===== config.mk =====
export PLATFORM = sky130hd
export DESIGN_NAME = motor_knob_button_panel
export DESIGN_NICKNAME = d
export VERILOG_FILES = /design/src/mkbp_pkg.sv /design/src/motor_knob_button_panel.sv
export SDC_FILE = /design/constraint.sdc
export NUM_CORES = 1
export LEC_CHECK = 0
export BUFFER_PORTS_ARGS = -buffer_cell sky130_fd_sc_hd__buf_2
export CORE_UTILIZATION = 45
export DETAILED_ROUTE_END_ITERATION = 8
export PLACE_DENSITY = 0.65
export SYNTH_ARGS = -nofsm -noshare
export SYNTH_HDL_FRONTEND = slang
export SYNTH_SLANG_ARGS = --single-unit

===== constraint.sdc =====
create_clock -name clk -period 18.2 [get_ports clk]
set_clock_uncertainty 0.1 [all_clocks]
set_input_delay 1.82 -clock clk [delete_from_list [all_inputs] [get_ports clk]]
set_output_delay 1.82 -clock clk [all_outputs]
set_load 0.05 [all_outputs]

===== src/mkbp_pkg.sv =====
// Package for the motor knob and button panel.
// Holds field widths, register indexes, input codes and reset values.
// Used by the panel top level and its port checker; depends on nothing.
package mkbp_pkg;

	localparam int unsigned TIME_BITS_DEF = 32;

	localparam int unsigned SPEED_W   = 9;
	localparam int unsigned CURRENT_W = 4;
	localparam int unsigned CFG_IDX_W = 3;
	localparam int unsigned CFG_DATA_W = 16;

	// Configuration register indexes
	localparam logic [CFG_IDX_W-1:0] REG_MAX_SPEED      = 3'd0;
	localparam logic [CFG_IDX_W-1:0] REG_MAX_CURRENT    = 3'd1;
	localparam logic [CFG_IDX_W-1:0] REG_REVERSE_TICKS  = 3'd2;
	localparam logic [CFG_IDX_W-1:0] REG_DEBOUNCE       = 3'd3;
	localparam logic [CFG_IDX_W-1:0] REG_CHECK_INTERVAL = 3'd4;

	// Knob step codes
	localparam logic [1:0] KNOB_NONE = 2'd0;
	localparam logic [1:0] KNOB_CW   = 2'd1;
	localparam logic [1:0] KNOB_CCW  = 2'd2;

	// System mode codes
	localparam logic [1:0] MODE_OFF       = 2'd0;
	localparam logic [1:0] MODE_RETRACTED = 2'd1;
	localparam logic [1:0] MODE_RUNNING   = 2'd2;

	// Register reset values
	localparam logic [7:0]           MAX_SPEED_RST      = 8'd200;
	localparam logic [CURRENT_W-1:0] MAX_CURRENT_RST    = 4'd14;
	localparam logic [15:0]          REVERSE_TICKS_RST  = 16'd10000;
	localparam logic [15:0]          DEBOUNCE_RST       = 16'd250;
	localparam logic [7:0]           CHECK_INTERVAL_RST = 8'd100;

	// State reset values
	localparam logic [CURRENT_W-1:0] CURRENT_LIMIT_RST = 4'd4;

endpackage


===== src/motor_knob_button_panel.sv =====
// Motor knob and button panel: mode toggle, speed and current targets, reverse timeout.
// Single-pass datapath between an input stage and a result register.
// Depends on mkbp_pkg.
//
// Usage: one input transaction per 1 ms tick carries the raw button level, the knob step
// and the system mode. Each input transaction yields exactly one result transaction with
// both motor speed commands, the current limit, the mode flag and the disable request.
// out_valid rises only after an accepted transaction has passed the input stage and then
// the result register. Throughput is one transaction per cycle while the receiver does
// not stall; all per-tick work (debounce subtract and compare, clamping, reverse counter)
// is combinational between the input stage and the result register.
// The result register is separate from the input stage, so a new input transaction is
// taken while a result waits. When the receiver stalls, the result holds and the input
// stage fills; in_ready falls only once both are occupied.
// Configuration writes go through the cfg channel, which is always ready; indexes beyond
// the register list are ignored. Reset restores every register and the panel state to
// their power-up values (speed mode, zero speed, 2.0 A) and empties the pipeline.
module motor_knob_button_panel #(
	parameter int unsigned TIME_BITS = mkbp_pkg::TIME_BITS_DEF
) (
	input  logic                                   clk,
	input  logic                                   arst_n,

	input  logic                                   cfg_valid,
	output logic                                   cfg_ready,
	input  logic [mkbp_pkg::CFG_IDX_W-1:0]         cfg_index,
	input  logic [mkbp_pkg::CFG_DATA_W-1:0]        cfg_data,

	input  logic                                   in_valid,
	output logic                                   in_ready,
	input  logic                                   button_level,
	input  logic [1:0]                             knob_step,
	input  logic [1:0]                             system_mode,

	output logic                                   out_valid,
	input  logic                                   out_ready,
	output logic signed [mkbp_pkg::SPEED_W-1:0]    motor_one_speed,
	output logic signed [mkbp_pkg::SPEED_W-1:0]    motor_two_speed,
	output logic [mkbp_pkg::CURRENT_W-1:0]         current_limit_out,
	output logic                                   speed_mode_out,
	output logic                                   disable_request
);

	// Configuration registers
	logic [7:0]                       max_speed_q;
	logic [mkbp_pkg::CURRENT_W-1:0]   max_current_q;
	logic [15:0]                      reverse_ticks_q;
	logic [15:0]                      debounce_q;
	logic [7:0]                       check_interval_q;

	// Panel state
	logic [TIME_BITS-1:0]             tick_time_q;
	logic [7:0]                       sample_phase_q;
	logic [TIME_BITS-1:0]             last_press_q;
	logic                             prev_button_q;
	logic                             speed_mode_q;
	logic signed [mkbp_pkg::SPEED_W-1:0] speed_target_q;
	logic [mkbp_pkg::CURRENT_W-1:0]   current_limit_q;
	logic [15:0]                      reverse_count_q;

	// Input stage
	logic                             valid_s1;
	logic                             button_s1;
	logic [1:0]                       knob_s1;
	logic [1:0]                       mode_s1;

	// Result register
	logic                             out_valid_q;
	logic signed [mkbp_pkg::SPEED_W-1:0] motor_one_q;
	logic signed [mkbp_pkg::SPEED_W-1:0] motor_two_q;
	logic [mkbp_pkg::CURRENT_W-1:0]   current_out_q;
	logic                             speed_mode_out_q;
	logic                             disable_q;

	logic                             accept;
	logic                             advance;

	// Combinational next-state values
	logic [7:0]                       period;
	logic                             sample;
	logic [8:0]                       phase_inc;
	logic [7:0]                       phase_next;
	logic [TIME_BITS-1:0]             press_base;
	logic [TIME_BITS-1:0]             elapsed;
	logic                             pressed;
	logic [TIME_BITS-1:0]             last_press_next;
	logic                             prev_button_next;
	logic                             speed_mode_next;
	logic signed [1:0]                delta;
	logic signed [9:0]                speed_sum;
	logic signed [9:0]                speed_hi;
	logic signed [9:0]                speed_lo;
	logic signed [mkbp_pkg::SPEED_W-1:0] speed_target_next;
	logic signed [5:0]                current_sum;
	logic signed [5:0]                current_hi;
	logic [mkbp_pkg::CURRENT_W-1:0]   current_limit_next;
	logic [15:0]                      reverse_count_next;
	logic                             swap;
	logic                             disable_next;

	assign cfg_ready = 1'b1;
	assign advance   = valid_s1 && (!out_valid_q || out_ready);
	assign in_ready  = !valid_s1 || advance;
	assign accept    = in_valid && in_ready;

	always_comb begin
		// Button sampling: once per check interval, a zero interval meaning every tick
		period    = (check_interval_q == 8'd0) ? 8'd1 : check_interval_q;
		sample    = (sample_phase_q == 8'd0);
		phase_inc = {1'b0, sample_phase_q} + 9'd1;
		phase_next = (phase_inc >= {1'b0, period}) ? 8'd0 : phase_inc[7:0];

		// After the tick counter wraps, the last press time is pulled back to now.
		press_base = (tick_time_q < last_press_q) ? tick_time_q : last_press_q;
		elapsed    = tick_time_q - press_base;
		pressed    = sample && !button_s1 && prev_button_q &&
			(elapsed > TIME_BITS'(debounce_q));

		last_press_next  = last_press_q;
		prev_button_next = prev_button_q;
		if (sample) begin
			last_press_next  = pressed ? tick_time_q : press_base;
			prev_button_next = button_s1;
		end
		speed_mode_next = speed_mode_q ^ pressed;

		case (knob_s1)
			mkbp_pkg::KNOB_CW:  delta = 2'sb01;
			mkbp_pkg::KNOB_CCW: delta = 2'sb11;
			default:            delta = 2'sb00;
		endcase

		// Speed target clamp to plus or minus the maximum speed
		speed_sum = $signed({speed_target_q[mkbp_pkg::SPEED_W-1], speed_target_q}) +
			$signed({{8{delta[1]}}, delta});
		speed_hi  = $signed({2'b00, max_speed_q});
		speed_lo  = -speed_hi;

		// Current limit clamp to zero and the maximum current
		current_sum = $signed({2'b00, current_limit_q}) + $signed({{4{delta[1]}}, delta});
		current_hi  = $signed({2'b00, max_current_q});

		speed_target_next  = speed_target_q;
		current_limit_next = current_limit_q;
		if (mode_s1 != mkbp_pkg::MODE_OFF) begin
			if (speed_mode_next) begin
				if (speed_sum > speed_hi) begin
					speed_target_next = speed_hi[mkbp_pkg::SPEED_W-1:0];
				end else if (speed_sum < speed_lo) begin
					speed_target_next = speed_lo[mkbp_pkg::SPEED_W-1:0];
				end else begin
					speed_target_next = speed_sum[mkbp_pkg::SPEED_W-1:0];
				end
			end else begin
				if (current_sum > current_hi) begin
					current_limit_next = max_current_q;
				end else if (current_sum < 6'sd0) begin
					current_limit_next = '0;
				end else begin
					current_limit_next = current_sum[mkbp_pkg::CURRENT_W-1:0];
				end
			end
		end

		// Reverse spin while retracted, until the allowance is used up
		swap         = 1'b0;
		disable_next = 1'b0;
		reverse_count_next = '0;
		if (mode_s1 == mkbp_pkg::MODE_RETRACTED) begin
			if (reverse_count_q < reverse_ticks_q) begin
				reverse_count_next = reverse_count_q + 16'd1;
				swap = 1'b1;
			end else begin
				reverse_count_next = reverse_count_q;
				disable_next = 1'b1;
			end
		end
	end

	always_ff @(posedge clk or negedge arst_n) begin
		if (!arst_n) begin
			max_speed_q      <= mkbp_pkg::MAX_SPEED_RST;
			max_current_q    <= mkbp_pkg::MAX_CURRENT_RST;
			reverse_ticks_q  <= mkbp_pkg::REVERSE_TICKS_RST;
			debounce_q       <= mkbp_pkg::DEBOUNCE_RST;
			check_interval_q <= mkbp_pkg::CHECK_INTERVAL_RST;
		end else if (cfg_valid && cfg_ready) begin
			case (cfg_index)
				mkbp_pkg::REG_MAX_SPEED:      max_speed_q      <= cfg_data[7:0];
				mkbp_pkg::REG_MAX_CURRENT:    max_current_q    <= cfg_data[mkbp_pkg::CURRENT_W-1:0];
				mkbp_pkg::REG_REVERSE_TICKS:  reverse_ticks_q  <= cfg_data;
				mkbp_pkg::REG_DEBOUNCE:       debounce_q       <= cfg_data;
				mkbp_pkg::REG_CHECK_INTERVAL: check_interval_q <= cfg_data[7:0];
				default: ;
			endcase
		end
	end

	always_ff @(posedge clk or negedge arst_n) begin
		if (!arst_n) begin
			tick_time_q     <= '0;
			sample_phase_q  <= '0;
			last_press_q    <= '0;
			prev_button_q   <= 1'b1;
			speed_mode_q    <= 1'b1;
			speed_target_q  <= '0;
			current_limit_q <= mkbp_pkg::CURRENT_LIMIT_RST;
			reverse_count_q <= '0;
		end else if (advance) begin
			tick_time_q     <= tick_time_q + TIME_BITS'(1);
			sample_phase_q  <= phase_next;
			last_press_q    <= last_press_next;
			prev_button_q   <= prev_button_next;
			speed_mode_q    <= speed_mode_next;
			speed_target_q  <= speed_target_next;
			current_limit_q <= current_limit_next;
			reverse_count_q <= reverse_count_next;
		end
	end

	always_ff @(posedge clk or negedge arst_n) begin
		if (!arst_n) begin
			valid_s1    <= 1'b0;
			out_valid_q <= 1'b0;
		end else begin
			if (accept) begin
				valid_s1 <= 1'b1;
			end else if (advance) begin
				valid_s1 <= 1'b0;
			end
			if (advance) begin
				out_valid_q <= 1'b1;
			end else if (out_ready) begin
				out_valid_q <= 1'b0;
			end
		end
	end

	always_ff @(posedge clk) begin
		if (accept) begin
			button_s1 <= button_level;
			knob_s1   <= knob_step;
			mode_s1   <= system_mode;
		end
		if (advance) begin
			motor_one_q      <= swap ? speed_target_next : -speed_target_next;
			motor_two_q      <= swap ? -speed_target_next : speed_target_next;
			current_out_q    <= current_limit_next;
			speed_mode_out_q <= speed_mode_next;
			disable_q        <= disable_next;
		end
	end

	assign out_valid         = out_valid_q;
	assign motor_one_speed   = motor_one_q;
	assign motor_two_speed   = motor_two_q;
	assign current_limit_out = current_out_q;
	assign speed_mode_out    = speed_mode_out_q;
	assign disable_request   = disable_q;

endmodule


==> results.yml, run 1 <==
hold_path:
  hold_path.class: "flop to flop"
  whs_path_depth: 2
finish:
  final_util: 0.5056
  diodes: 0
  nets: 1730
  area_delta_synth_final_pct: 9.273
  drive_above_1_share: 0.1057
timing:
  rsz0062_at_grt: "false"
  timing.fmax_mhz: 99.50
  worst_slew_pin_slew_ps: 1213
  period_share: 0.5522
  finalHoldViolCount: 0
  slew_viol_final: 0
  fin_setup_tns_ps: 0
  slew_headroom: 0.1862
  setup-violations-final: 0
  fin_crit_ps: 10050
cts:
  hold_buffers: 0
  cts-buffers-inserted: 17
  post-cts-setup-buffers: 0
  root_buffer: "clkbuf_16"
  cts_buffer_depth: 2
  clkTransAtPathRegs_ps: 80
  clk_latency_ps: 450
  cts_sinks: 185
  cts_resized: 0
  htree_levels: 4
  cts_tree: "built"
placed_design:
  gp_congestion: 0.9405
  port_buffers: 54
  dpl.hpwl_mm: 24.45
synthesis:
  syn_nets: 1697
  ys_seq_elements: 185
  netlist_top_cells_area: "dfrtp_1, ha_1, edfxtp_1, nand2_1, xnor2_1"
  synth_top_area_share: 0.2498
  synthFlopType: "dfrtp_1"
  yosysUniqueCellTypes: 79
  synth-async-reset-ratio: 0.8486
  syn_inst: 1525
  yosysWarnings: 0
  synth_top_area_cell: "dfrtp_1"
  synth_area_per_cell_um2: 8.804
  syn_area_mm2: 0.01343
  yosysSeqAreaShare: 0.3574
  synth_edf_count: 28
detailed_routing:
  drt_pass1_iterations: 7
  drc: 0
  vias_per_cell: 5.559
  drt-initial-drc-count: 509
  wirelength_mm: 32.34
  detail_route.wl_per_cell_um: 16.54
  vias: 10870
  antenna_left: 0
setup_path:
  reg2reg_depth: 37
  crit_type: "flop to flop"
  cp.required_ps: 18300
  cp-start-kind: "flop"
  slowest_stage: "mux2i_4"
  end_kind: "flop"
  cp_max_fo: 31
  critPathArrivalTime_ps: 10150
  slowest_delay_ps: 710
power:
  switchingPower_mw: 1.453
  p_int_mw: 1.519
  pwr-share-seq: 0.210
  power.density_mw_per_mm2: 202.6
  p_sw_frac: 0.4888
  peakVddDrop_mv: 0.1216
  p_clk_frac: 0.127
  comb_power_share: 0.663
  p_leak_nw: 6.815
global_routing:
  grt-ovfl-total: 0
  grt_max_degree: 84
  grt_pass1_wl_mm: 53.98
  grt_pass1_vias: 10580
  antenna_found_initial: 0
  track_usage: 0.2207
floorplanning:
  die_h_um: 174.7
  start_util: 0.4627
  ios: 56
  die_area_mm2: 0.03053
  die_w_um: 174.7
  rows: 62
  core_mm2: 0.02901
job:
  drv_cap: 0
outcome:
  status: "completed"
cells by family (layout without fill, tap and decap cells):
| family | Yosys count | count (layout) | share of synthesized area |
|---|---|---|---|
| AO/OA/AOI/OAI | 389 | 389 | 0.1770 |
| adder cells (fa/ha/maj) | 148 | 148 | 0.1389 |
| flip-flops | 185 | 185 | 0.3574 |
| XOR/XNOR | 105 | 105 | 0.06850 |
| AND/OR/NAND/NOR | 477 | 477 | 0.1675 |
| other | 1 | 1 | 0.0002793 |
| multiplexers | 48 | 48 | 0.04035 |
| buffers and inverters | 172 | 218 | 0.05014 |
final cells by class:
class,instances,area [µm²]
clock buffer,18,429.2
clock inverter,14,162.7
fill,2766,14340
inverter,123,461.7
multi-input combinational,1168,7994
sequential,185,4798
tap,384,480.5
timing repair buffer,63,344.1
per-stage QoR:
step	instance area (µm²)	setup slack [ps]	cells	hold slack (ps)	power (mW)
final	14670	8150	1955	406.3	2.972
after global placement	14080	8567	1923	387.9	2.537
after detailed placement	14080	8236	1923	396.8	2.572
after global routing	14670	7307	1955	426.4	3.240
after CTS	14670	8204	1955	412.2	2.970
after floorplan	13430	10000	1525	368.8	2.140
cell usage in the layout, fill, tap and decap left out, types with 17 or more instances in the layout:
master	instances
dfrtp_1	134
dfstp_2	23
buf_2	53
and3_1	22
clkbuf_16	17
nor2_1	119
mux2i_1	17
edfxtp_1	28
a21oi_1	119
ha_1	140
inv_1	123
xnor2_1	73
a21o_1	30
nand4_1	27
mux2_2	26
o21ai_0	123
nor3_1	19
xor2_1	32
nand2_1	171
nand3_1	33
registers in the layout (all words and copies together), names as in the netlist, 9 cells and up:
register	count
debounce_q	16
last_press_q	32
motor_one_speed	9
reverse_count_q	16
reverse_ticks_q	16
speed_target_q	9
tick_time_q	32
path summary, 6_finish.rpt:
check | start | endpoint | slack, ps
min reg2reg | reverse_ticks_q[8]$_DFFE_PN1P_ | reverse_ticks_q[8]$_DFFE_PN1P_ | 410
min in group asynchronous | arst_n | tick_time_q[3]$_DFFE_PN0P_ | 1310
max reg2reg | tick_time_q[2]$_DFFE_PN0P_ | motor_one_speed[8]$_DFFE_PP_ | 8150
max | tick_time_q[2]$_DFFE_PN0P_ | motor_one_speed[8]$_DFFE_PP_ | 8150
max in group asynchronous | arst_n | current_limit_q[0]$_DFFE_PN0P_ | 15210
min | reverse_ticks_q[8]$_DFFE_PN1P_ | reverse_ticks_q[8]$_DFFE_PN1P_ | 410
power groups by stage:
stage | Combinational, mW | Clock (mW) | Sequential [mW]
4_1_cts | 1.96 | 0.388 | 0.624
2_1_floorplan | 1.45 | 0 | 0.694
3_5_place_dp | 1.94 | 0 | 0.630
6_report | 1.97 | 0.378 | 0.623
3_3_place_gp | 1.91 | 0 | 0.630
5_1_grt | 2.20 | 0.401 | 0.639
critical path, delay by kind of cell, from the launching register on:
kind	cells	cell delay, ps
buffers and inverters	2	470
muxes	1	710
xor gates and xnor gates	2	250
DFF	1	470
AOI/OAI and AO/OA	17	3770
adders and majority gates	4	1380
and+or+nand+nor	11	2620
Yosys cell counts (all sizes together) (4+ instances only):
master / count
maj3: 5
a211o: 4
xor2: 32
edfxtp: 28
nand3: 33
inv: 123
or3: 6
dfrtp: 134
nor2b: 14
buf: 14
xnor2: 73
and2: 12
mux2: 30
clkbuf: 35
dfstp: 23
o211ai: 6
mux2i: 18
o21bai: 4
or2: 6
nor4: 10
nand2: 171
a31oi: 13
o21ai: 127
a211oi: 12
a21oi: 122
and4: 6
ha: 140
nor2: 120
o221ai: 4
o21a: 13
nand4: 27
a22oi: 4
and3: 22
o31a: 4
o31ai: 11
nand2b: 16
nor3: 19
a21o: 30
a32o: 7
layer usage:
metal	global-route usage	wire (µm)	up-vias
met5	0	0	-
met4	0.06884	748	0
met3	0.03677	1107	49
met2	0.3719	15540	208
met1	0.2885	14950	5176
li1	-	-	5434
Power figures use the tool's default switching activity.
==> run 2: changes to the inputs <==
--- a/config.mk
+++ b/config.mk
@@ -5,6 +5,7 @@
 export SDC_FILE = /design/constraint.sdc
 export NUM_CORES = 1
 export LEC_CHECK = 0
+export ABC_AREA = 1
 export BUFFER_PORTS_ARGS = -buffer_cell sky130_fd_sc_hd__buf_2
 export CORE_UTILIZATION = 45
 export DETAILED_ROUTE_END_ITERATION = 8
==> constraint.sdc (replaced) <==
create_clock -name clk -period 10 [get_ports clk]
set_clock_uncertainty 0.1 [all_clocks]
set_input_delay 1 -clock clk [delete_from_list [all_inputs] [get_ports clk]]
set_output_delay 1 -clock clk [all_outputs]
set_load 0.05 [all_outputs]
==> results.yml, run 2 <==
power:
  p_int_mw: 2.632
  peakVddDrop_mv: 0.1644
  pwr-share-seq: 0.205
  p_clk_frac: 0.123
  switchingPower_mw: 2.895
  p_leak_nw: 7.638
  p_sw_frac: 0.5238
  p_total_mw: 5.527
  comb_power_share: 0.672
  power.density_mw_per_mm2: 367.1
global_routing:
  grt_max_degree: 88
  grt_pass1_wl_mm: 55.47
  track_usage: 0.2191
  grt_pass1_vias: 11400
  grt-ovfl-total: 0
  antenna_found_initial: 0
synthesis:
  synthFlopType: "dfrtp_1"
  yosysWarnings: 0
  synth_commonest_cells: "nand2_1, inv_1, o21ai_0"
  syn_area_mm2: 0.01385
  syn_inst: 1820
  synth_top_area_share: 0.2421
  synth_area_per_cell_um2: 7.611
  synthSimpleGateAreaFrac: 0.2441
  synth_top_family_by_area: "simple AND/OR/NAND/NOR gates"
  yosysSeqAreaShare: 0.3464
  muxShareOfSynthArea: 0
  synth_most_common_cell: "nand2_1"
  synth_top_area_cell: "dfrtp_1"
  yosys.area_share.xor_xnor: 0.04101
  syn_nets: 1992
  synth_fa_ha_area_frac: 0.1308
  synth_compound_area_frac: 0.1517
  netlist_top_cells_area: "dfrtp_1, ha_1, nand2_1, inv_1, o21ai_0"
  synth_edf_count: 28
  yosysUniqueCellTypes: 63
  synth-async-reset-ratio: 0.8486
  ys_seq_elements: 185
detailed_routing:
  vias_per_cell: 5.275
  antenna_left: 0
  drt_pass1_iterations: 5
  detail_route.wl_per_cell_um: 14.51
  drc: 0
  drt-initial-drc-count: 788
  vias: 11920
  wirelength_mm: 32.80
setup_path:
  cp_max_fo: 66
  end_kind: "flop"
  cp-start-kind: "flop"
  crit_type: "flop to flop"
  cp_common_cell: "nand2_1"
  crit_family: "simple AND/OR/NAND/NOR gates"
  r2r_start: "tick_time_q[1]$_DFFE_PN0P_"
  cp.required_ps: 10100
  critPathArrivalTime_ps: 8080
  r2r_setup_slack_ps: 2020
  slowest_delay_ps: 600
  r2r_end: "motor_one_speed[6]$_DFFE_PP_"
  slowest_stage: "o21bai_4"
  reg2reg_depth: 48
  crit_buf_inv: 1
finish:
  final_cell_mix: "nand2_1, inv_1, o21ai_0"
  layout_commonest_cell: "nand2_1"
  drive_above_1_share: 0.09626
  nets: 2029
  diodes: 0
  area_delta_synth_final_pct: 8.671
  reg.largest.list: "last_press_q (32), tick_time_q (32)"
  final_util: 0.5025
hold_path:
  whs_path_depth: 2
  min_to: "current_limit_q[2]$_DFFE_PN1P_"
  hold_path.class: "flop to flop"
  hp-start: "current_limit_q[2]$_DFFE_PN1P_"
timing:
  rsz0062_at_grt: "false"
  slew_headroom: 0.3357
  timing.fmax_mhz: 125.4
  worst_slew_pin_slew_ps: 989.7
  period_share: 0.7976
  slew_viol_final: 0
  fin_setup_tns_ps: 0
  fin_crit_ps: 7976
  finalHoldViolCount: 0
  fin_ws_ps: 2024
  setup-violations-final: 0
placed_design:
  pre_cts_ws_ps: 2123
  dpl.hpwl_mm: 24.96
  port_buffers: 54
  gp_congestion: 0.9102
cts:
  cts_buffer_depth: 2
  htree_levels: 4
  clk_latency_ps: 460
  cts_sinks: 185
  clkTransAtPathRegs_ps: 80
  cts_resized: 0
  cts-buffers-inserted: 17
  cts_tree: "built"
  hold_buffers: 0
  root_buffer: "clkbuf_16"
  post-cts-setup-buffers: 0
floorplanning:
  start_util: 0.4624
  die_area_mm2: 0.03149
  die_h_um: 177.5
  core_mm2: 0.02995
  ios: 56
  rows: 63
  die_w_um: 177.5
outcome:
  status: "completed"
job:
  drv_cap: 0
run 2: power by group through the flow:
stage	Combinational, mW	Sequential (mW)	Clock, mW
global route	4.24	1.16	0.720
global placement	3.61	1.14	0
detailed placement	3.69	1.14	0
finish	3.72	1.13	0.678
floorplan	2.79	1.26	0
CTS	3.72	1.13	0.694
run 2: kinds of logic (layout without fill, tap and decap cells):
group | count (synthesis) | in the layout
xor gates and xnor gates | 64 | 64
adders and majority gates | 143 | 143
AOI/OAI and AO/OA | 372 | 372
DFF | 185 | 185
buffers and inverters | 304 | 354
other | 1 | 1
and+or+nand+nor | 751 | 751
run 2: stage by stage:
stage,cell area (µm²),std cells,hold slack (ps)
global route,15050,2260,390.4
floorplan,13850,1820,337.5
global placement,14470,2228,368.5
detailed placement,14470,2228,369.5
CTS,15050,2260,381.9
finish,15050,2260,380.9
run 2: worst register-to-register path: cells and delay by family, from the launching register on:
kind,cells,cell delay [ps]
AND/OR/NAND/NOR,36,3800
AO/OA/AOI/OAI,6,1480
adder cells (fa/ha/maj),4,1170
buffers and inverters,1,580
flip-flops,1,460
XOR/XNOR,1,160
run 2: worst max-delay path by stage:
stage | startpoint | depth (start not counted) | slack (ps) | to
2_1_floorplan | tick_time_q[21]$_DFFE_PN0P_ | 49 | 3260 | motor_two_speed[6]$_DFFE_PP_
3_3_place_gp | tick_time_q[1]$_DFFE_PN0P_ | 48 | 2310 | motor_one_speed[6]$_DFFE_PP_
5_1_grt | tick_time_q[1]$_DFFE_PN0P_ | 48 | 1310 | motor_one_speed[6]$_DFFE_PP_
4_1_cts | tick_time_q[1]$_DFFE_PN0P_ | 48 | 2050 | motor_one_speed[6]$_DFFE_PP_
3_5_place_dp | tick_time_q[1]$_DFFE_PN0P_ | 48 | 2120 | motor_one_speed[6]$_DFFE_PP_
6_report | tick_time_q[1]$_DFFE_PN0P_ | 48 | 2020 | motor_one_speed[6]$_DFFE_PP_
run 2: routing by layer:
layer | GRT usage | up-vias | routed length, µm
met5 | 0 | - | 0
met3 | 0.03256 | 32 | 1081
met2 | 0.3641 | 207 | 15220
li1 | - | 6126 | -
met4 | 0.06517 | 0 | 545
met1 | 0.2935 | 5557 | 15950
run 2: layout make-up:
| cell class | instances | area, µm² |
|---|---|---|
| fillers | 2900 | 14900 |
| multi-input cells | 1331 | 7880 |
| flip-flops and latches | 185 | 4798 |
| inverters | 262 | 983.4 |
| well taps | 390 | 488.0 |
| clock buffers | 18 | 450.4 |
| repair buffers | 60 | 321.6 |
| clock inverters | 14 | 131.4 |
==> run 3: changes to the inputs <==
--- a/config.mk
+++ b/config.mk
@@ -9,7 +9,7 @@
 export BUFFER_PORTS_ARGS = -buffer_cell sky130_fd_sc_hd__buf_2
 export CORE_UTILIZATION = 45
 export DETAILED_ROUTE_END_ITERATION = 8
-export PLACE_DENSITY = 0.65
+export PLACE_DENSITY = 0.68
 export SYNTH_ARGS = -nofsm -noshare
 export SYNTH_HDL_FRONTEND = slang
 export SYNTH_SLANG_ARGS = --single-unit
==> constraint.sdc (replaced) <==
create_clock -name clk -period 7 [get_ports clk]
set_clock_uncertainty 0.1 [all_clocks]
set_input_delay 0.7 -clock clk [delete_from_list [all_inputs] [get_ports clk]]
set_output_delay 0.7 -clock clk [all_outputs]
set_load 0.05 [all_outputs]
==> results.yml, run 3 (synthesized netlist as in run 2, its figures left out) <==
detailed_routing:
  detail_route.wl_per_cell_um: 14.83
  vias_per_cell: 5.322
  wirelength_mm: 34.31
  antenna_left: 0
  wl_met3_mm: 1.382
  wl_met1_mm: 16.26
  dr_wl_met2_mm: 16.03
  vias: 12310
  drc: 0
  drt_pass1_iterations: 7
  drt-initial-drc-count: 720
  top_layer_used: "met4"
setup_path:
  crit_type: "flop to flop"
  slowest_stage: "dfrtp_1"
  crit_buf_inv: 1
  slowest_delay_ps: 420
  cp.required_ps: 7100
  crit_family: "simple AND/OR/NAND/NOR gates"
  cp-start-kind: "flop"
  cp_common_cell: "nand2_4"
  end_kind: "flop"
  cp_max_fo: 6
  critPathArrivalTime_ps: 6760
placed_design:
  gp_congestion: 0.9107
  port_buffers: 54
  dpl.hpwl_mm: 25.70
  pre_cts_ws_ps: 65.34
hold_path:
  hold_path.class: "input pin to async pin"
finish:
  reg.largest.list: "last_press_q (32), tick_time_q (32)"
  drive_above_1_share: 0.1492
  layout_commonest_cell: "nand2_1"
  final_cell_mix: "nand2_1, inv_1, o21ai_0"
  diodes: 0
  final_util: 0.5290
  area_delta_synth_final_pct: 14.40
  nets: 2083
outcome:
  status: "completed"
timing:
  fin_setup_tns_ps: 0
  fin_ws_ps: 341.9
  setup-violations-final: 0
  slew_headroom: 0.2811
  timing.fmax_mhz: 150.2
  slew_viol_final: 0
  finalHoldViolCount: 0
  fin_crit_ps: 6658
  period_share: 0.9512
  worst_slew_pin_slew_ps: 1071
cts:
  htree_levels: 4
  clk_latency_ps: 450
  cts_sinks: 185
  cts_tree: "built"
  cts-buffers-inserted: 17
  cts_buffer_depth: 2
  root_buffer: "clkbuf_16"
  hold_buffers: 0
  clkTransAtPathRegs_ps: 90
floorplanning:
  ios: 56
  rows: 63
  die_w_um: 177.5
  start_util: 0.4624
  core_mm2: 0.02995
  die_h_um: 177.5
  die_area_mm2: 0.03149
global_routing:
  grt_max_degree: 99
  grt_pass1_wl_mm: 57.73
  grt-ovfl-total: 0
  track_usage: 0.2267
  antenna_found_initial: 0
  grt_pass1_vias: 12030
job:
  drv_cap: 0
## run 3: changes by cell type in the layout (fill, tap and decap cells not counted), moves of 5 or more
cell,delta
inv_2,+9
nand2_4,+9
nand3_2,+7
inv_1,-11
nand2_1,-8
o21ai_0,-6
buf_4,+51
ha_1,-6
ha_4,+5
nand3_1,-9
## run 3: final timing paths
kind | from | cells after the start | endpoint | slack (ps)
worst min register to register | reverse_count_q[15]$_DFFE_PN0P_ | 1 | reverse_count_q[15]$_DFFE_PN0P_ | 370
worst max register to register | tick_time_q[5]$_DFFE_PN0P_ | 48 | motor_two_speed[6]$_DFFE_PP_ | 340
worst max-delay path | tick_time_q[5]$_DFFE_PN0P_ | 48 | motor_two_speed[6]$_DFFE_PP_ | 340
min in group clk | knob_step[0] | 1 | knob_s1[0]$_DFFE_PP_ | 320
max in group asynchronous | arst_n | 2 | tick_time_q[3]$_DFFE_PN0P_ | 5160
worst min-delay path | arst_n | 1 | reverse_ticks_q[12]$_DFFE_PN0P_ | 270
## run 3: per-layer routing
layer	global-route usage	vias to the layer above
met4	0.06944	0
met1	0.3078	5740
li1	-	6242
met2	0.3685	280
met3	0.03706	52
met5	0	-
## run 3: final cells by class
| type | instances | area [µm²] |
|---|---|---|
| clock buffers | 17 | 425.4 |
| clock inverters | 15 | 190.2 |
| fillers | 2830 | 14110 |
| inverters | 262 | 988.4 |
| multi-input cells | 1331 | 8194 |
| flip-flops and latches | 185 | 4800 |
| well taps | 390 | 488.0 |
| repair buffers | 114 | 760.7 |
## run 3: what timing repair did
action                                  CTS  global route
endpoints found under the hold margin     0             0
endpoints found under the setup margin    0            65
buffers inserted                          0            15
resized for setup                         0            83
## run 3: stage by stage
step	instances	hold WS, ps	cell area (µm²)
6_report	2314	269.0	15850
5_1_grt	2314	290.7	15850
4_1_cts	2298	298.8	15380
3_5_place_dp	2266	366.5	14770
3_3_place_gp	2266	366.4	14770
2_1_floorplan	1820	304.4	13850
Power of run 3 is left out: the tool's default activity adds up to more than one toggle a clock period on the data nets, which glitch-free logic cannot reach.
